<file path="config.mk">
export PLATFORM = sky130hd
export DESIGN_NAME = thick_line_rasterizer_unit
export DESIGN_NICKNAME = d
export VERILOG_FILES = /design/src/hdl/tlr_pkg.sv /design/src/hdl/tlr_core.sv /design/src/hdl/thick_line_rasterizer_unit.sv
export SDC_FILE = /design/constraint.sdc
export NUM_CORES = 1
export LEC_CHECK = 0
export BUFFER_PORTS_ARGS = -buffer_cell sky130_fd_sc_hd__buf_4
export CAP_MARGIN = 20
export CORE_MARGIN = 5
export CORE_UTILIZATION = 60
export DETAILED_ROUTE_END_ITERATION = 10
export PLACE_DENSITY = 0.88
export SLEW_MARGIN = 20
export SYNTH_ARGS = -nofsm -noshare
export SYNTH_HDL_FRONTEND = slang
export SYNTH_SLANG_ARGS = --single-unit
export TNS_END_PERCENT = 30
</file>
<file path="constraint.sdc">
create_clock -name i_clk -period 7.75 [get_ports i_clk]
set_clock_uncertainty 0.1 [all_clocks]
set_input_delay 0 -clock i_clk [delete_from_list [all_inputs] [get_ports i_clk]]
set_output_delay 0 -clock i_clk [all_outputs]
set_load 0.005 [all_outputs]
</file>
<file path="src/hdl/tlr_pkg.sv">
`timescale 1ns / 1ps

package tlr_pkg;

    localparam int COORD_BITS = 12;
    localparam int OUT_BITS   = COORD_BITS + 1;
    localparam int ERR_BITS   = COORD_BITS + 2;
    localparam int THICK_BITS = 6;
    localparam int HALF_BITS  = THICK_BITS - 1;
    localparam int OFF_BITS   = THICK_BITS + 1;

    localparam int IN_DATA_BITS  = ((4 * COORD_BITS + 7) / 8) * 8;
    localparam int OUT_DATA_BITS = ((2 * OUT_BITS + 7) / 8) * 8;

    localparam logic [THICK_BITS-1:0] THICK_RESET = THICK_BITS'(1);

    // action codes carried in tuser
    localparam logic ACTION_START = 1'b0;
    localparam logic ACTION_STEP  = 1'b1;

    typedef logic signed [COORD_BITS-1:0] t_coord;
    typedef logic signed [OUT_BITS-1:0]   t_pix;

    typedef struct packed {
        t_coord first_x;
        t_coord first_y;
        t_coord second_x;
        t_coord second_y;
    } t_line;

    typedef struct packed {
        t_pix pixel_x;
        t_pix pixel_y;
        logic last_pixel;
    } t_pixel;

endpackage

</file>
<file path="src/hdl/tlr_core.sv">
`timescale 1ns / 1ps

module tlr_core (
    input  logic                              i_clk,
    input  logic                              i_rst_n,
    input  logic                              i_start,
    input  logic                              i_step,
    input  tlr_pkg::t_line                    i_line,
    input  logic [tlr_pkg::THICK_BITS-1:0]    i_thickness,
    output logic                              o_res_valid,
    output tlr_pkg::t_pixel                   o_res
);
    import tlr_pkg::*;

    typedef logic signed [OFF_BITS-1:0] t_off;
    typedef logic signed [ERR_BITS:0]   t_e2;

    logic                    r_busy;
    t_line                   r_base;
    logic [COORD_BITS-1:0]   r_dx, r_dy;
    logic                    r_sx, r_sy;
    logic signed [ERR_BITS-1:0] r_err;
    t_pix                    r_cur_x, r_cur_y, r_tgt_x, r_tgt_y;
    logic [THICK_BITS-1:0]   r_idx;
    logic [HALF_BITS-1:0]    r_half;

    // sub-line origin: base shifted by the offset unless that axis is flat
    function automatic t_pix off_pos(input t_coord base, input t_off off,
                                     input logic flat, input logic neg);
        t_pix o;
        begin
            o = flat ? '0 : t_pix'(off);
            off_pos = neg ? (t_pix'(base) - o) : (t_pix'(base) + o);
        end
    endfunction

    // start path
    t_pix                  w_sdx, w_sdy;
    logic [COORD_BITS-1:0] w_adx, w_ady;
    logic [HALF_BITS-1:0]  w_shalf;
    t_off                  w_soff;
    t_e2                   w_sdx_e, w_sdy_e;
    logic                  w_sflat_x, w_sflat_y;

    always_comb begin
        w_sdx     = t_pix'(i_line.second_x) - t_pix'(i_line.first_x);
        w_sdy     = t_pix'(i_line.second_y) - t_pix'(i_line.first_y);
        w_adx     = w_sdx[OUT_BITS-1] ? COORD_BITS'(-w_sdx) : w_sdx[COORD_BITS-1:0];
        w_ady     = w_sdy[OUT_BITS-1] ? COORD_BITS'(-w_sdy) : w_sdy[COORD_BITS-1:0];
        w_sflat_x = (i_line.first_x == i_line.second_x);
        w_sflat_y = (i_line.first_y == i_line.second_y);
        w_shalf   = i_thickness[THICK_BITS-1:1];
        w_soff    = -$signed({2'b00, w_shalf});
        w_sdx_e   = $signed({{(ERR_BITS+1-COORD_BITS){1'b0}}, w_adx});
        w_sdy_e   = $signed({{(ERR_BITS+1-COORD_BITS){1'b0}}, w_ady});
    end

    // step path
    t_e2                   w_dx_e, w_dy_e, w_e2, w_err_sum;
    logic                  w_at_end, w_last, w_mv_x, w_mv_y;
    logic [THICK_BITS-1:0] w_idx_nx;
    t_off                  w_noff;
    logic                  w_flat_x, w_flat_y;

    always_comb begin
        w_dx_e    = $signed({{(ERR_BITS+1-COORD_BITS){1'b0}}, r_dx});
        w_dy_e    = $signed({{(ERR_BITS+1-COORD_BITS){1'b0}}, r_dy});
        w_e2      = {r_err, 1'b0};
        w_mv_x    = (w_e2 > -w_dy_e);
        w_mv_y    = (w_e2 < w_dx_e);
        w_err_sum = t_e2'(r_err) - (w_mv_x ? w_dy_e : '0) + (w_mv_y ? w_dx_e : '0);
        w_at_end  = (r_cur_x == r_tgt_x) && (r_cur_y == r_tgt_y);
        w_last    = (r_idx >= {r_half, 1'b0});
        w_idx_nx  = r_idx + THICK_BITS'(1);
        w_noff    = $signed({1'b0, w_idx_nx}) - $signed({2'b00, r_half});
        w_flat_x  = (r_dx == '0);
        w_flat_y  = (r_dy == '0);
    end

    assign o_res_valid      = i_step && r_busy;
    assign o_res.pixel_x    = r_cur_x;
    assign o_res.pixel_y    = r_cur_y;
    assign o_res.last_pixel = w_at_end && w_last;

    always_ff @(posedge i_clk) begin
        if (!i_rst_n) begin
            r_busy <= 1'b0;
            r_idx  <= '0;
            r_half <= '0;
        end else if (i_start) begin
            r_busy <= 1'b1;
            r_idx  <= '0;
            r_half <= w_shalf;
        end else if (o_res_valid && w_at_end) begin
            if (w_last) begin
                r_busy <= 1'b0;
            end else begin
                r_idx <= w_idx_nx;
            end
        end
    end

    always_ff @(posedge i_clk) begin
        if (i_start) begin
            r_base  <= i_line;
            r_dx    <= w_adx;
            r_dy    <= w_ady;
            r_sx    <= !(i_line.first_x < i_line.second_x);
            r_sy    <= !(i_line.first_y < i_line.second_y);
            r_err   <= ERR_BITS'(w_sdx_e - w_sdy_e);
            r_cur_x <= off_pos(i_line.first_x,  w_soff, w_sflat_x, 1'b0);
            r_cur_y <= off_pos(i_line.first_y,  w_soff, w_sflat_y, 1'b1);
            r_tgt_x <= off_pos(i_line.second_x, w_soff, w_sflat_x, 1'b0);
            r_tgt_y <= off_pos(i_line.second_y, w_soff, w_sflat_y, 1'b1);
        end else if (o_res_valid) begin
            if (w_at_end) begin
                if (!w_last) begin
                    r_err   <= ERR_BITS'(w_dx_e - w_dy_e);
                    r_cur_x <= off_pos(r_base.first_x,  w_noff, w_flat_x, 1'b0);
                    r_cur_y <= off_pos(r_base.first_y,  w_noff, w_flat_y, 1'b1);
                    r_tgt_x <= off_pos(r_base.second_x, w_noff, w_flat_x, 1'b0);
                    r_tgt_y <= off_pos(r_base.second_y, w_noff, w_flat_y, 1'b1);
                end
            end else begin
                r_err <= w_err_sum[ERR_BITS-1:0];
                if (w_mv_x) begin
                    r_cur_x <= r_sx ? (r_cur_x - t_pix'(1)) : (r_cur_x + t_pix'(1));
                end
                if (w_mv_y) begin
                    r_cur_y <= r_sy ? (r_cur_y - t_pix'(1)) : (r_cur_y + t_pix'(1));
                end
            end
        end
    end

    a_last_ends_line: assert property (@(posedge i_clk) disable iff (!i_rst_n)
        (o_res_valid && o_res.last_pixel) |=> !r_busy)
        else $error("busy still set after last pixel");

    a_idx_bound: assert property (@(posedge i_clk) disable iff (!i_rst_n)
        r_busy |-> (r_idx <= {r_half, 1'b0}))
        else $error("sub-line index beyond thickness");

    a_no_result_idle: assert property (@(posedge i_clk) disable iff (!i_rst_n)
        !r_busy |-> !o_res_valid)
        else $error("result while idle");

endmodule

</file>
<file path="src/hdl/thick_line_rasterizer_unit.sv">
`timescale 1ns / 1ps

// Channel  | Dir | Beat fields (low bit up)
// ---------+-----+----------------------------------------------------------
// s stream | in  | tdata: start_x, start_y, end_x, end_y; tuser: action
// m stream | out | tdata: pixel_x, pixel_y (zero padded); tlast: last_pixel
// cfg      | in  | wr_data: line_thickness, taken when wr_en is high
//
// One input beat per clock while s_tready is high; step pixels leave m registered.
// The step recurrence (error, position, sub-line index) is fed back unpipelined.
// Reset (synchronous, active low) clears busy, the output and skid stages,
// and sets line_thickness to 1.
// s_tready depends only on the skid register, so m stalls never reach s
// combinationally; a full skid holds s off until m drains.

module thick_line_rasterizer_unit (
    input  logic                                i_clk,
    input  logic                                i_rst_n,
    input  logic                                i_s_tvalid,
    output logic                                o_s_tready,
    // start_x[11:0], start_y[23:12], end_x[35:24], end_y[47:36]
    input  logic [tlr_pkg::IN_DATA_BITS-1:0]    i_s_tdata,
    // action
    input  logic                                i_s_tuser,
    output logic                                o_m_tvalid,
    input  logic                                i_m_tready,
    // pixel_x[12:0], pixel_y[25:13], zeros above
    output logic [tlr_pkg::OUT_DATA_BITS-1:0]   o_m_tdata,
    output logic                                o_m_tlast,
    input  logic                                i_cfg_wr_en,
    input  logic [tlr_pkg::THICK_BITS-1:0]      i_cfg_wr_data
);
    import tlr_pkg::*;

    logic [THICK_BITS-1:0] r_thickness;
    logic                  r_out_valid, r_skid_valid;
    t_pixel                r_out, r_skid;

    logic   w_accept, w_res_valid, w_out_free;
    t_line  w_line;
    t_pixel w_res;

    always_ff @(posedge i_clk) begin
        if (!i_rst_n) begin
            r_thickness <= THICK_RESET;
        end else if (i_cfg_wr_en) begin
            r_thickness <= i_cfg_wr_data;
        end
    end

    assign o_s_tready = !r_skid_valid;
    assign w_accept   = i_s_tvalid && o_s_tready;

    assign w_line.first_x  = i_s_tdata[COORD_BITS-1:0];
    assign w_line.first_y  = i_s_tdata[2*COORD_BITS-1:COORD_BITS];
    assign w_line.second_x = i_s_tdata[3*COORD_BITS-1:2*COORD_BITS];
    assign w_line.second_y = i_s_tdata[4*COORD_BITS-1:3*COORD_BITS];

    tlr_core u_core (
        .i_clk       (i_clk),
        .i_rst_n     (i_rst_n),
        .i_start     (w_accept && (i_s_tuser == ACTION_START)),
        .i_step      (w_accept && (i_s_tuser == ACTION_STEP)),
        .i_line      (w_line),
        .i_thickness (r_thickness),
        .o_res_valid (w_res_valid),
        .o_res       (w_res)
    );

    // output register with skid stage behind it
    assign w_out_free = !r_out_valid || i_m_tready;

    always_ff @(posedge i_clk) begin
        if (!i_rst_n) begin
            r_out_valid  <= 1'b0;
            r_skid_valid <= 1'b0;
        end else if (w_res_valid) begin
            if (w_out_free) begin
                r_out_valid <= 1'b1;
            end else begin
                r_skid_valid <= 1'b1;
            end
        end else if (w_out_free) begin
            r_out_valid  <= r_skid_valid;
            r_skid_valid <= 1'b0;
        end
    end

    always_ff @(posedge i_clk) begin
        if (w_res_valid) begin
            if (w_out_free) begin
                r_out <= w_res;
            end else begin
                r_skid <= w_res;
            end
        end else if (w_out_free && r_skid_valid) begin
            r_out <= r_skid;
        end
    end

    assign o_m_tvalid = r_out_valid;
    assign o_m_tdata  = {{(OUT_DATA_BITS-2*OUT_BITS){1'b0}}, r_out.pixel_y, r_out.pixel_x};
    assign o_m_tlast  = r_out.last_pixel;

    a_skid_behind_out: assert property (@(posedge i_clk) disable iff (!i_rst_n)
        r_skid_valid |-> r_out_valid)
        else $error("skid holds a beat while output is empty");

    a_skid_fills_on_stall: assert property (@(posedge i_clk) disable iff (!i_rst_n)
        (w_res_valid && r_out_valid && !i_m_tready) |=> r_skid_valid)
        else $error("stalled pixel not parked in skid");

    a_skid_drains: assert property (@(posedge i_clk) disable iff (!i_rst_n)
        (r_skid_valid && i_m_tready) |=> (r_out_valid && !r_skid_valid))
        else $error("skid did not move to output");

endmodule
</file>
After elaboration in Yosys (flattened, before gate mapping)
Index checks and enable logic that the tools add are counted.

$add $sub $neg: 24. $lt $le $gt $ge: 5. Eq/ne operators: 8. Mux-type cells: 44. Bitwise gates (word level): 4. Reductions and logical operators: 33.

Operators with widths (count): two-way mux 13 bit (24); two-way mux 27 bit (3); two-way mux 14 bit (4); adder 12 x 13 -> 13 bit (4); subtractor 12 x 12 -> 13 bit (4); subtractor 12 x 13 -> 13 bit (4); two-way mux 12 bit (4); adder 13 x 2 -> 13 bit, second input constant (2); equality test 13 bit (2); subtractor 13 x 2 -> 13 bit, second input constant (2); equality test 12 bit (2); zero test 12 bit (2); < comparator 12 bit (2); negator 12 bit (2); greater-than comparator 15 bit (1); < comparator 15 x 13 -> 1 bit (1); negator 12 -> 15 bit (1); adder 14 bit (1); subtractor 14 x 12 -> 14 bit (1); AND reduction 2 bit (6); nonzero test 2 bit (6); two-way mux 1 bit (9); AND reduction 3 bit (3); logical AND 1 bit (8); other kinds (12) (20).

Flip-flop bits (word level): 214. Bits of input ports: 60. Output and inout port bits: 35. Logic and storage cells: 143.

Logic depth before layout (Yosys ltp)
Gate-level depths: netlist (run 1).

Word-level depth: 8. Depth in mapped cells: 29. Mapped depth without buffers: 29.

Cells and area by module
From an unflattened synthesis (run 1), not the netlist that was laid out.

Cell total of the unflattened synthesis: 1904. Area total of the unflattened synthesis: 18378.9 um2.

By module, submodules not included: tlr_core (times used 1, cells an instance 1782, area an instance 15940.3 um2, sequential area each 4444.3 um2); thick_line_rasterizer_unit (times used 1, cells an instance 122, area an instance 2438.6 um2, sequential area each 1781.7 um2).

Least setup slack after synthesis (run 1)
OpenSTA, ideal clock, no wires.

Kind: reg-to-reg. Start: reg u_core.r_dy[4]. End: reg u_core.r_err[11], data pin. Setup time: 0.275 ns. Arrival time: 5.213 ns. Required time: 7.375 ns. Path slack: 2.162 ns. Cell stages (with the launch flop): 28. Buffers on the path: 1. Clock period less this slack: 5.588 ns. Cells stage by stage: edfxtp_1 -> inv_1 -> nand4_1 -> nor3_1 -> nand3_1 -> or4_1 -> clkbuf_1 -> inv_1 -> ha_1 -> and3_1 -> nand4_1 -> nor2_1 -> o31a_1 -> or3_1 -> a21oi_1 -> and2_1 -> fa_1 -> inv_1 -> ha_1 -> a21o_1 -> a21oi_1 -> o2111ai_1 -> a21o_1 -> or4_1 -> o311ai_0 -> xnor2_1 -> o22ai_1 -> a21oi_1.

Longest elaborated chain between the ends: 8. Elaborated cells between the ends (all ways): 10. Classes of those cells: add/sub: 4; order compare: 1; mux: 5.

Ends and longest elaborated chain: from (decl) (RTL line tlr_core.sv:20) `logic [COORD_BITS-1:0] r_dx, r_dy;`; from (signal assigned) (RTL line tlr_core.sv:107) `r_dy <= w_ady;`; negator 12 -> 15 bit (RTL line tlr_core.sv:69) `w_mv_x = (w_e2 > -w_dy_e);`; greater-than comparator 15 bit (RTL line tlr_core.sv:69); two-way mux 12 bit (RTL line tlr_core.sv:71) `w_err_sum = t_e2'(r_err) - (w_mv_x ? w_dy_e : '0) + (w_mv_y ? w_dx_e : '0);`; subtractor 14 x 12 -> 14 bit (RTL line tlr_core.sv:71); adder 14 bit (RTL line tlr_core.sv:71); two-way mux 14 bit (*) (RTL line tlr_core.sv:116) `if (w_at_end) begin`; two-way mux 14 bit (*) (RTL line tlr_core.sv:115) `end else if (o_res_valid) begin`; two-way mux 14 bit (*) (RTL line tlr_core.sv:104) `if (i_start) begin`; to (signal assigned) (RTL line tlr_core.sv:110) `r_err <= ERR_BITS'(w_sdx_e - w_sdy_e);`; to (signal assigned) (RTL line tlr_core.sv:118) `r_err <= ERR_BITS'(w_dx_e - w_dy_e);`; to (signal assigned) (RTL line tlr_core.sv:125) `r_err <= w_err_sum[ERR_BITS-1:0];`; to (decl) (RTL line tlr_core.sv:22) `logic signed [ERR_BITS-1:0] r_err;`.

Mark *: on every way between the ends. The rest lies on a longest branch, timed or not. The select of a mux whose other input is x is not followed. A chain may end at the register's enable or synchronous reset.

Worst setup path after layout (run 1)
Start: reg u_core.r_dy[2]. End: reg u_core.r_err[10], data pin.

The elaborated chain is that of the path after synthesis.

==> results.yml, run 1 <==
layout:
  nets: 2419
  fin_util: 0.700
  finalNonFillerCells: 2517
  antenna_cells: 0
  area_growth_pct: 15.0
  stdcell_area_mm2: 0.0208
  final_layout_size_suffix_gt1_frac: 0.0799
clock_network:
  path_clk_slew_ns: 0.07
  cts_buffers: 25
  cts_tree: "yes"
  postCtsSetupRepairBufs: 0
  root_buffer: "clkbuf_16"
  htreeDepth: 1
  cts-resized-gates: 0
  cts_buffer_depth: 3
  clkSinkCount: 213
  clk_latency_ns: 0.55
timing:
  max_freq_ghz: 0.155
  period_share: 0.835
  worst_slew_pin_slew_ns: 1.14
  rsz0062_at_grt: "false"
  tns_ns: 0
  fin_hold_ws_ns: 0.0791
  finalHoldViolCount: 0
  relSlewSlack: 0.237
  final.setup.worst_slack_ns: 1.28
  setup_viol: 0
  maxSlewViolCount: 0
  period_needed_ns: 6.47
global_routing:
  grt_pass1_wl_um: 78300
  antenna_found_initial: 0
  grt_pass1_vias: 15300
  grt.overflow.total: 0
  grt_max_degree: 59
  grt_usage: 0.287
placement:
  io_buffers: 87
  dpl-instance-area_mm2: 0.0192
  gp_congestion: 0.979
  hpwl_um: 36700
  dpl_worst_slack_ns: 1.37
  dp_cells: 2405
synth:
  netlist_area_mm2: 0.0181
  synth_top_area_share: 0.322
  netlist_instances: 1956
  synth_area_leaders: "edfxtp_1 32%, ha_1 15%, xnor2_1 6.5%"
  synth_ff_type: "edfxtp_1"
  ys_seq_area_frac: 0.343
  avgSynthCellArea_um2: 9.25
  async_reset_ff_frac: 0
  yosys_warnings: 0
  synth_edf_count: 194
  synth_largest_area_cell: "edfxtp_1"
  ys_seq_elements: 213
  synth.distinct_cells: 80
worst_hold_path:
  hp-class: "in2reg"
floorplan:
  dieArea_mm2: 0.0337
  start_util: 0.609
  core_mm2: 0.0297
  die_y_um: 184
  ios: 95
  fp-row-count: 63
  die_w_um: 184
status:
  outcome: "finished clean"
critical_path:
  cp_max_fo: 13
  slowest_stage: "or4_1"
  reg2reg_slack_ns: 1.28
  path_class: "reg2reg"
  critPathLaunchType: "flip-flop"
  crit_path_max_incr_delay_ns: 0.60
  end_kind: "flip-flop"
  crit_required_ns: 7.95
  crit_top_cell: "o21ai_1"
  cp.arrival_ns: 6.67
drt:
  first_iter_violations: 1480
  drtPass1Iterations: 5
  ant_nets: 0
  remaining_drc_errors: 0
  num_vias: 15500
  vias_per_cell: 6.16
  wl_per_cell_um: 19.6
  wirelength_um: 49400
power_and_ir_drop:
  power_mw: 6.08
  internal_power_mw: 3.71
  p_comb_frac: 0.509
  clock_power_share: 0.231
  p_seq_frac: 0.260
  p_switching_mw: 2.37
  swShare: 0.390
  p_per_area_mw_per_mm2: 292
  ir_worst_vdd_mv: 0.362
  p_leak_nw: 9.17
flow_run:
  cap_violations: 0
## cells by family after synthesis
logic type      share of synthesized area
simple gates                        0.161
compound gates                      0.149
fa+ha+maj                           0.185
buf+inv                            0.0491
flops                               0.343
xor+xnor                           0.0992
mux                                0.0135
other cells                      0.000207
## Yosys cell counts, types with 4 or more instances
library cell,instances
and2_1,17
a21o_1,40
o21ai_1,42
nor2_1,145
o21ai_0,62
dfxtp_1,19
o21a_1,19
a21boi_0,6
o211a_1,4
nor3_1,54
or3_1,23
o21bai_1,5
buf_4,6
and3_1,18
nor2b_1,52
a31oi_1,10
edfxtp_1,194
inv_1,185
nand2_1,181
or4_1,5
nand2b_1,28
xor2_1,69
mux2i_1,21
a211oi_1,8
fa_1,27
xnor2_1,134
o41ai_1,9
a21boi_1,15
o2111ai_1,8
nor4_1,14
o211ai_1,11
a21oi_1,131
ha_1,224
o31ai_1,15
nand4_1,11
o22ai_1,4
nand3_1,34
buf_1,6
clkbuf_1,29
a31o_2,4
or2_2,6
## final timing paths
kind,startpoint,endpoint,cells after the start
worst max-delay path,u_core.r_dy[2],u_core.r_err[10],26
worst min-delay path,i_m_tready,r_skid_valid,5
worst max register to register,u_core.r_dy[2],u_core.r_err[10],26
worst min register to register,u_core.r_half[4],u_core.r_half[4],2
## worst max-delay path: cells and delay by family (launching register included)
kind | cells | cell delay, ns
flops | 1 | 0.44
simple gates | 11 | 2.36
buf+inv | 3 | 0.47
fa+ha+maj | 3 | 1.21
xor+xnor | 1 | 0.12
compound gates | 8 | 1.52
## what timing repair did
item                                   4_1_cts  5_1_grt
setup endpoints to repair                    0        0
hold buffers                                66        0
endpoints found under the hold margin       84        0
## cells in the final DEF, fill, tap and decap left out, types with 52 or more instances in the layout
cell type,n
ha_1,223
edfxtp_1,194
inv_1,184
nand2_1,181
nor2_1,143
xnor2_1,134
a21oi_1,130
buf_4,97
xor2_1,69
dlygate4sd3_1,66
o21ai_0,61
nor3_1,54
nor2b_1,52
## layer usage
metal  global-route usage  routed length (um)
met2                0.482               23200
met4                0.137                2800
met3               0.0378                4290
met5                    0                   0
met1                0.369               19100
## registers in the layout, indices dropped and copies added (netlist names), 5 cells and up
name,cells
u_core.r_base,48
u_core.r_dx,12
o_m_tdata,26
u_core.r_tgt_x,13
u_core.r_err,14
u_core.r_tgt_y,13
r_skid,27
u_core.r_cur_y,13
r_thickness,5
u_core.r_cur_x,13
u_core.r_half,5
u_core.r_idx,6
u_core.r_dy,12
## power by group through the flow
stage                     sequential, mW  clock (mW)  combinational, mW
after global routing                1.59        1.46               3.44
after global placement              1.60           0               2.85
after detailed placement            1.60           0               2.98
after CTS                           1.58        1.40               3.05
after floorplan                     1.55           0               2.30
final                               1.58        1.40               3.10
## final cells by class
class,instances,area [um^2]
multi-input combinational,1518,11000
fill,2063,8910
sequential,213,6210
timing repair buffer,163,1390
inverter,187,704
clock buffer,29,661
tap,390,488
clock inverter,17,315
(Power assumes the default switching activity.)
==> run 2: changes to the inputs <==
==> constraint.sdc (replaced) <==
create_clock -name i_clk -period 6.1 [get_ports i_clk]
set_clock_uncertainty 0.1 [all_clocks]
set_input_delay 0 -clock i_clk [delete_from_list [all_inputs] [get_ports i_clk]]
set_output_delay 0 -clock i_clk [all_outputs]
set_load 0.005 [all_outputs]
==> run 2 against run 1 <==
The run now ends with DRC left. Fmax grew 9.2%. Total power grew 26%. Worst setup slack lost 1.1 ns. Core utilization grew 0.35 points. First-iteration DRC count grew 4.4%. Die area is the same. Worst hold slack lost 0.017 ns. Wire length grew 1.5%. Final area grew 0.51%. Non-clock buffer count grew 23. Critical path depth grew 1. Final cell count grew 0.87%. Critical path type unchanged. Largest power group unchanged.
==> results.yml, run 2 (synthesized netlist as in run 1, its figures left out) <==
status:
  outcome: "finished with violations"
  violations: "DRC"
critical_path:
  slowest_stage: "or4_4"
  crit_path_max_incr_delay_ns: 0.44
  end_kind: "flip-flop"
  startpoint: "u_core.r_dy[2]"
  worstRegToRegCells: 27
  timing.rr.start: "u_core.r_dy[2]"
  cpLargestDelayFamily: "simple AND/OR/NAND/NOR gates"
  critPathLaunchType: "flip-flop"
  reg2reg_slack_ns: 0.18
  cp_num_buf_inv: 4
  cp_max_fo: 4
  worstReg2RegEnd: "u_core.r_err[10]"
  crit_required_ns: 6.27
  cp.arrival_ns: 6.10
  path_class: "reg2reg"
timing:
  worst_slew_pin_slew_ns: 1.14
  relSlewSlack: 0.240
  finalHoldViolCount: 0
  period_needed_ns: 5.92
  maxSlewViolCount: 0
  setup_viol: 0
  period_share: 0.971
  max_freq_ghz: 0.169
power_and_ir_drop:
  p_per_area_mw_per_mm2: 366
  ir_worst_vdd_mv: 0.533
  power_mw: 7.66
  p_leak_nw: 9.22
worst_hold_path:
  hold_depth: 5
  hold_start: "i_m_tready"
  holdPathEnd: "r_skid_valid"
  hp-class: "in2reg"
layout:
  max_flop_register: "u_core.r_base"
  area_growth_pct: 15.6
  seqCellArea_mm2: 0.00621
  final_layout_size_suffix_gt1_frac: 0.0931
  final_common_cell: "ha_1"
  num-fill-cells: 2135
  largest_reg_flops: 48
  multiInputGateArea_mm2: 0.0111
  finalNonFillerCells: 2539
  final_cell_mix: "222 x ha_1, 194 x edfxtp_1, 181 x inv_1, 181 x nand2_1, 145 x nor2_1"
  nets: 2441
placement:
  gp_congestion: 0.921
  io_buffers: 87
  hpwl_um: 37600
  dp_cells: 2416
clock_network:
  cts_buffer_depth: 3
  cts_tree: "yes"
  cts_buffers: 24
  root_buffer: "clkbuf_16"
  clkSinkCount: 213
  path_clk_slew_ns: 0.06
  htreeDepth: 1
  clk_latency_ns: 0.54
drt:
  wirelength_um: 50200
  first_iter_violations: 1545
  vias_per_cell: 6.06
  drtPass1Iterations: 9
  num_vias: 15400
  ant_nets: 0
  wl_per_cell_um: 19.8
  remaining_drc_errors: 1
global_routing:
  grt_pass1_vias: 15100
  grt_max_degree: 73
  grt_usage: 0.290
  grt_pass1_wl_um: 78800
  grt.overflow.total: 0
  antenna_found_initial: 1
floorplan:
  fp-row-count: 63
  core_mm2: 0.0297
  start_util: 0.609
  die_y_um: 184
  ios: 95
  dieArea_mm2: 0.0337
  die_w_um: 184
flow_run:
  cap_violations: 0
run 2: cell types whose count changed in the layout (fill, tap and decap cells not counted), sizes merged:
cell / previous run / this run
dlygate4sd3: 66 / 68
buf: 97 / 118
diode: 0 / 1
clkbuf: 29 / 28
inv: 188 / 187
clkinv: 5 / 12
clkinvlp: 3 / 0
bufinv: 8 / 4
run 2: report_power, final:
group          total (mW)  leakage [nW]  internal (mW)  switching, mW
logic                4.13          6.86           1.87           2.26
registers            2.02          1.96           1.86          0.153
clock network        1.51         0.399          0.902          0.612
run 2: timing repair:
item                                   in CTS  in global routing
endpoints found under the hold margin      78                  0
setup buffers                               0                  9
hold buffers                               68                  0
pin swaps                                   0                  8
setup endpoints to repair                   3                  8
resized for setup                           3                 22
run 2: per-stage QoR:
step / setup slack [ns] / instance area (um^2) / hold slack, ns / setup TNS, ns / util
after floorplan: 0.512 / 18100 / -0.00113 / 0 / -
after detailed placement: -0.167 / 19200 / 0.104 / -0.217 / 0.648
final: 0.175 / 20900 / 0.0619 / 0 / 0.704
after global routing: -0.106 / 20900 / 0.0747 / -0.123 / 0.704
after CTS: 0.0200 / 20700 / 0.0379 / 0 / 0.698
after global placement: 0.102 / 19200 / 0.105 / 0 / 0.648
run 2: how the worst max path moves through the flow:
stage	to	slack, ns	cells past startpoint
CTS	u_core.r_err[10]	0.02	27
finish	u_core.r_err[10]	0.18	27
global placement	u_core.r_err[10]	0.10	27
floorplan	u_core.r_err[11]	0.51	27
detailed placement	u_core.r_err[10]	-0.17	27
global route	u_core.r_err[10]	-0.11	27
run 2: final cells by class:
cell class                 instances  area share
clock buffer                      28      0.0299
clock inverter                    16     0.00897
inverter                         187      0.0337
sequential                       213       0.297
timing repair buffer             186      0.0751
multi-input combinational       1518       0.532
tap                              390      0.0233
antenna                            1    0.000120
run 2: tightest hold or removal path, cell delays in order:
cell	delay, ns
buf_4	0.08
nor2b_1	0.07
ha_2	0.27
o21ai_0	0.13
and2_1	0.13
run 2: per-layer routing:
layer  up-vias  GRT usage  part of all wire
met1      7255      0.380              0.40
met4         0      0.123             0.049
met2       702      0.494              0.48
li1       7297          -                 -
met5         -          0                 0
met3       128     0.0285             0.073
==> run 3: changes to the inputs <==
--- a/config.mk
+++ b/config.mk
@@ -8,9 +8,9 @@
 export BUFFER_PORTS_ARGS = -buffer_cell sky130_fd_sc_hd__buf_4
 export CAP_MARGIN = 20
 export CORE_MARGIN = 5
-export CORE_UTILIZATION = 60
+export CORE_UTILIZATION = 30
 export DETAILED_ROUTE_END_ITERATION = 10
-export PLACE_DENSITY = 0.88
+export PLACE_DENSITY = 0.55
 export SLEW_MARGIN = 20
 export SYNTH_ARGS = -nofsm -noshare
 export SYNTH_HDL_FRONTEND = slang
==> constraint.sdc (replaced) <==
create_clock -name i_clk -period 6.1 [get_ports i_clk]
set_clock_uncertainty 0.1 [all_clocks]
set_input_delay 0.915 -clock i_clk [delete_from_list [all_inputs] [get_ports i_clk]]
set_output_delay 0.915 -clock i_clk [all_outputs]
set_load 0.005 [all_outputs]
==> run 3 against run 2 <==
The flow now finishes without violations. Worst hold slack gained 0.30 ns. Final area decreased by 0.11%. Final cell count rose by 13%. Clock power grew 7%. Non-clock buffer count is 57 lower. Fmax increased by 0.80%. Critical endpoint is now u_core.r_err[11]. Largest power group unchanged.
==> results.yml, run 3 (synthesized netlist as in run 1, its figures left out) <==
status:
  outcome: "finished clean"
layout:
  nets: 2387
  fin_util: 0.348
  num-fill-cells: 6043
  final_cell_mix: "223 x ha_1, 194 x edfxtp_1, 181 x nand2_1"
  largest_reg_flops: 48
  max_flop_register: "u_core.r_base"
  antenna_cells: 0
  final_layout_size_suffix_gt1_frac: 0.105
  final_common_cell: "ha_1"
  stdcell_area_mm2: 0.0209
  area_growth_pct: 15.5
timing:
  period_needed_ns: 5.88
  rsz0062_at_grt: "true"
  period_share: 0.964
  finalHoldViolCount: 0
  relSlewSlack: 0.437
  setup_viol: 0
  max_freq_ghz: 0.170
  maxSlewViolCount: 0
  worst_slew_pin_slew_ns: 0.823
floorplan:
  die_w_um: 256
  die_y_um: 256
  ios: 95
  fp-row-count: 90
  start_util: 0.301
  dieArea_mm2: 0.0653
  core_mm2: 0.0600
critical_path:
  path_class: "reg2reg"
  critPathLaunchType: "flip-flop"
  startpoint: "u_core.r_dy[2]"
  cp.arrival_ns: 6.08
  timing.rr.start: "u_core.r_dy[2]"
  cp_max_fo: 6
  end_kind: "flip-flop"
  crit_path_max_incr_delay_ns: 0.46
  crit_top_cell: "inv_2"
  crit_required_ns: 6.30
  slowest_stage: "or4_4"
drt:
  drtPass1Iterations: 7
  first_iter_violations: 866
  num_vias: 14500
  vias_per_cell: 5.05
  wl_per_cell_um: 18.2
  ant_nets: 0
  remaining_drc_errors: 0
  wirelength_um: 52400
clock_network:
  cts_tree: "yes"
  clk_latency_ns: 0.56
  cts_buffers: 27
  root_buffer: "clkbuf_16"
  path_clk_slew_ns: 0.06
  hold_buffers: 0
  htreeDepth: 1
  clkSinkCount: 213
  cts_buffer_depth: 3
placement:
  gp_congestion: 0.893
  io_buffers: 87
  dpl-instance-area_mm2: 0.0199
  hpwl_um: 41600
global_routing:
  grt_pass1_vias: 14200
  antenna_found_initial: 0
  grt_pass1_wl_um: 80000
  grt.overflow.total: 0
  grt_usage: 0.152
  grt_max_degree: 74
power_and_ir_drop:
  p_leak_nw: 9.02
  ir_worst_vdd_mv: 0.280
  p_per_area_mw_per_mm2: 373
worst_hold_path:
  hp-class: "reg2reg"
  hold_start: "u_core.r_half[3]"
flow_run:
  cap_violations: 0
[run 3: cell count changes in the layout (fill, tap and decap cells not counted), moves of 2 or more]
| cell | before | now |
|---|---|---|
| clkbuf_16 | 24 | 27 |
| clkinvlp_4 | 0 | 2 |
| bufinv_16 | 4 | 2 |
| clkbuf_8 | 1 | 4 |
| buf_4 | 117 | 127 |
| clkbuf_1 | 3 | 7 |
| clkinv_1 | 6 | 1 |
| dlygate4sd3_1 | 68 | 0 |
[run 3: layout make-up]
type	count	area [um^2]	area share
Clock buffer	38	757	0.0362
Clock inverter	12	136	0.00653
Inverter	187	704	0.0337
Multi-Input combinational cell	1518	11100	0.532
Sequential cell	213	6210	0.297
Tap cell	782	978	0.0468
Timing Repair Buffer	129	985	0.0471
[run 3: repair_timing]
| item | CTS | global route |
|---|---|---|
| buffers inserted | 0 | 2 |
| endpoints found under the hold margin | 0 | 0 |
| gates resized for setup | 1 | 26 |
| pin swaps | 0 | 10 |
| setup endpoints to repair | 2 | 6 |
[run 3: where the power goes]
group / internal (mW) / switching, mW
registers: 1.86 / 0.148
clock network: 0.955 / 0.666
logic: 1.85 / 2.31
[run 3: final timing paths]
path                            cells past startpoint  slack (ns)                to
worst min register to register                      2        0.36  u_core.r_half[3]
worst max-delay path                               28        0.22  u_core.r_err[11]
worst max register to register                     28        0.22  u_core.r_err[11]
worst min-delay path                                2        0.36  u_core.r_half[3]
[run 3: metal layers]
layer	up-vias	share of wire	GRT usage
met5	-	0	0
met4	0	0.023	0.0342
met3	54	0.037	0.0164
met2	291	0.47	0.256
met1	7019	0.47	0.211
li1	7183	-	-
[run 3: worst max-delay path: cells and delay by family (launching register included)]
kind                       cells  cell delay, ns
AOI/OAI and AO/OA              9            1.32
xor gates and xnor gates       1            0.12
adders and majority gates      3            0.91
buffers and inverters          5            0.51
DFF                            1            0.43
and+or+nand+nor               10            2.24
[run 3: per-stage QoR]
step	TNS [ns]	instances	total power, mW	setup slack [ns]	hold WS (ns)
after floorplan	0	1961	4.90	0.512	0.335
after global placement	0	2827	5.90	0.0723	0.344
after detailed placement	-0.0218	2827	6.02	-0.0180	0.351
after CTS	0	2877	7.68	0.0106	0.359
after global routing	-0.0728	2879	8.38	-0.0385	0.375
final	0	2879	7.79	0.222	0.358
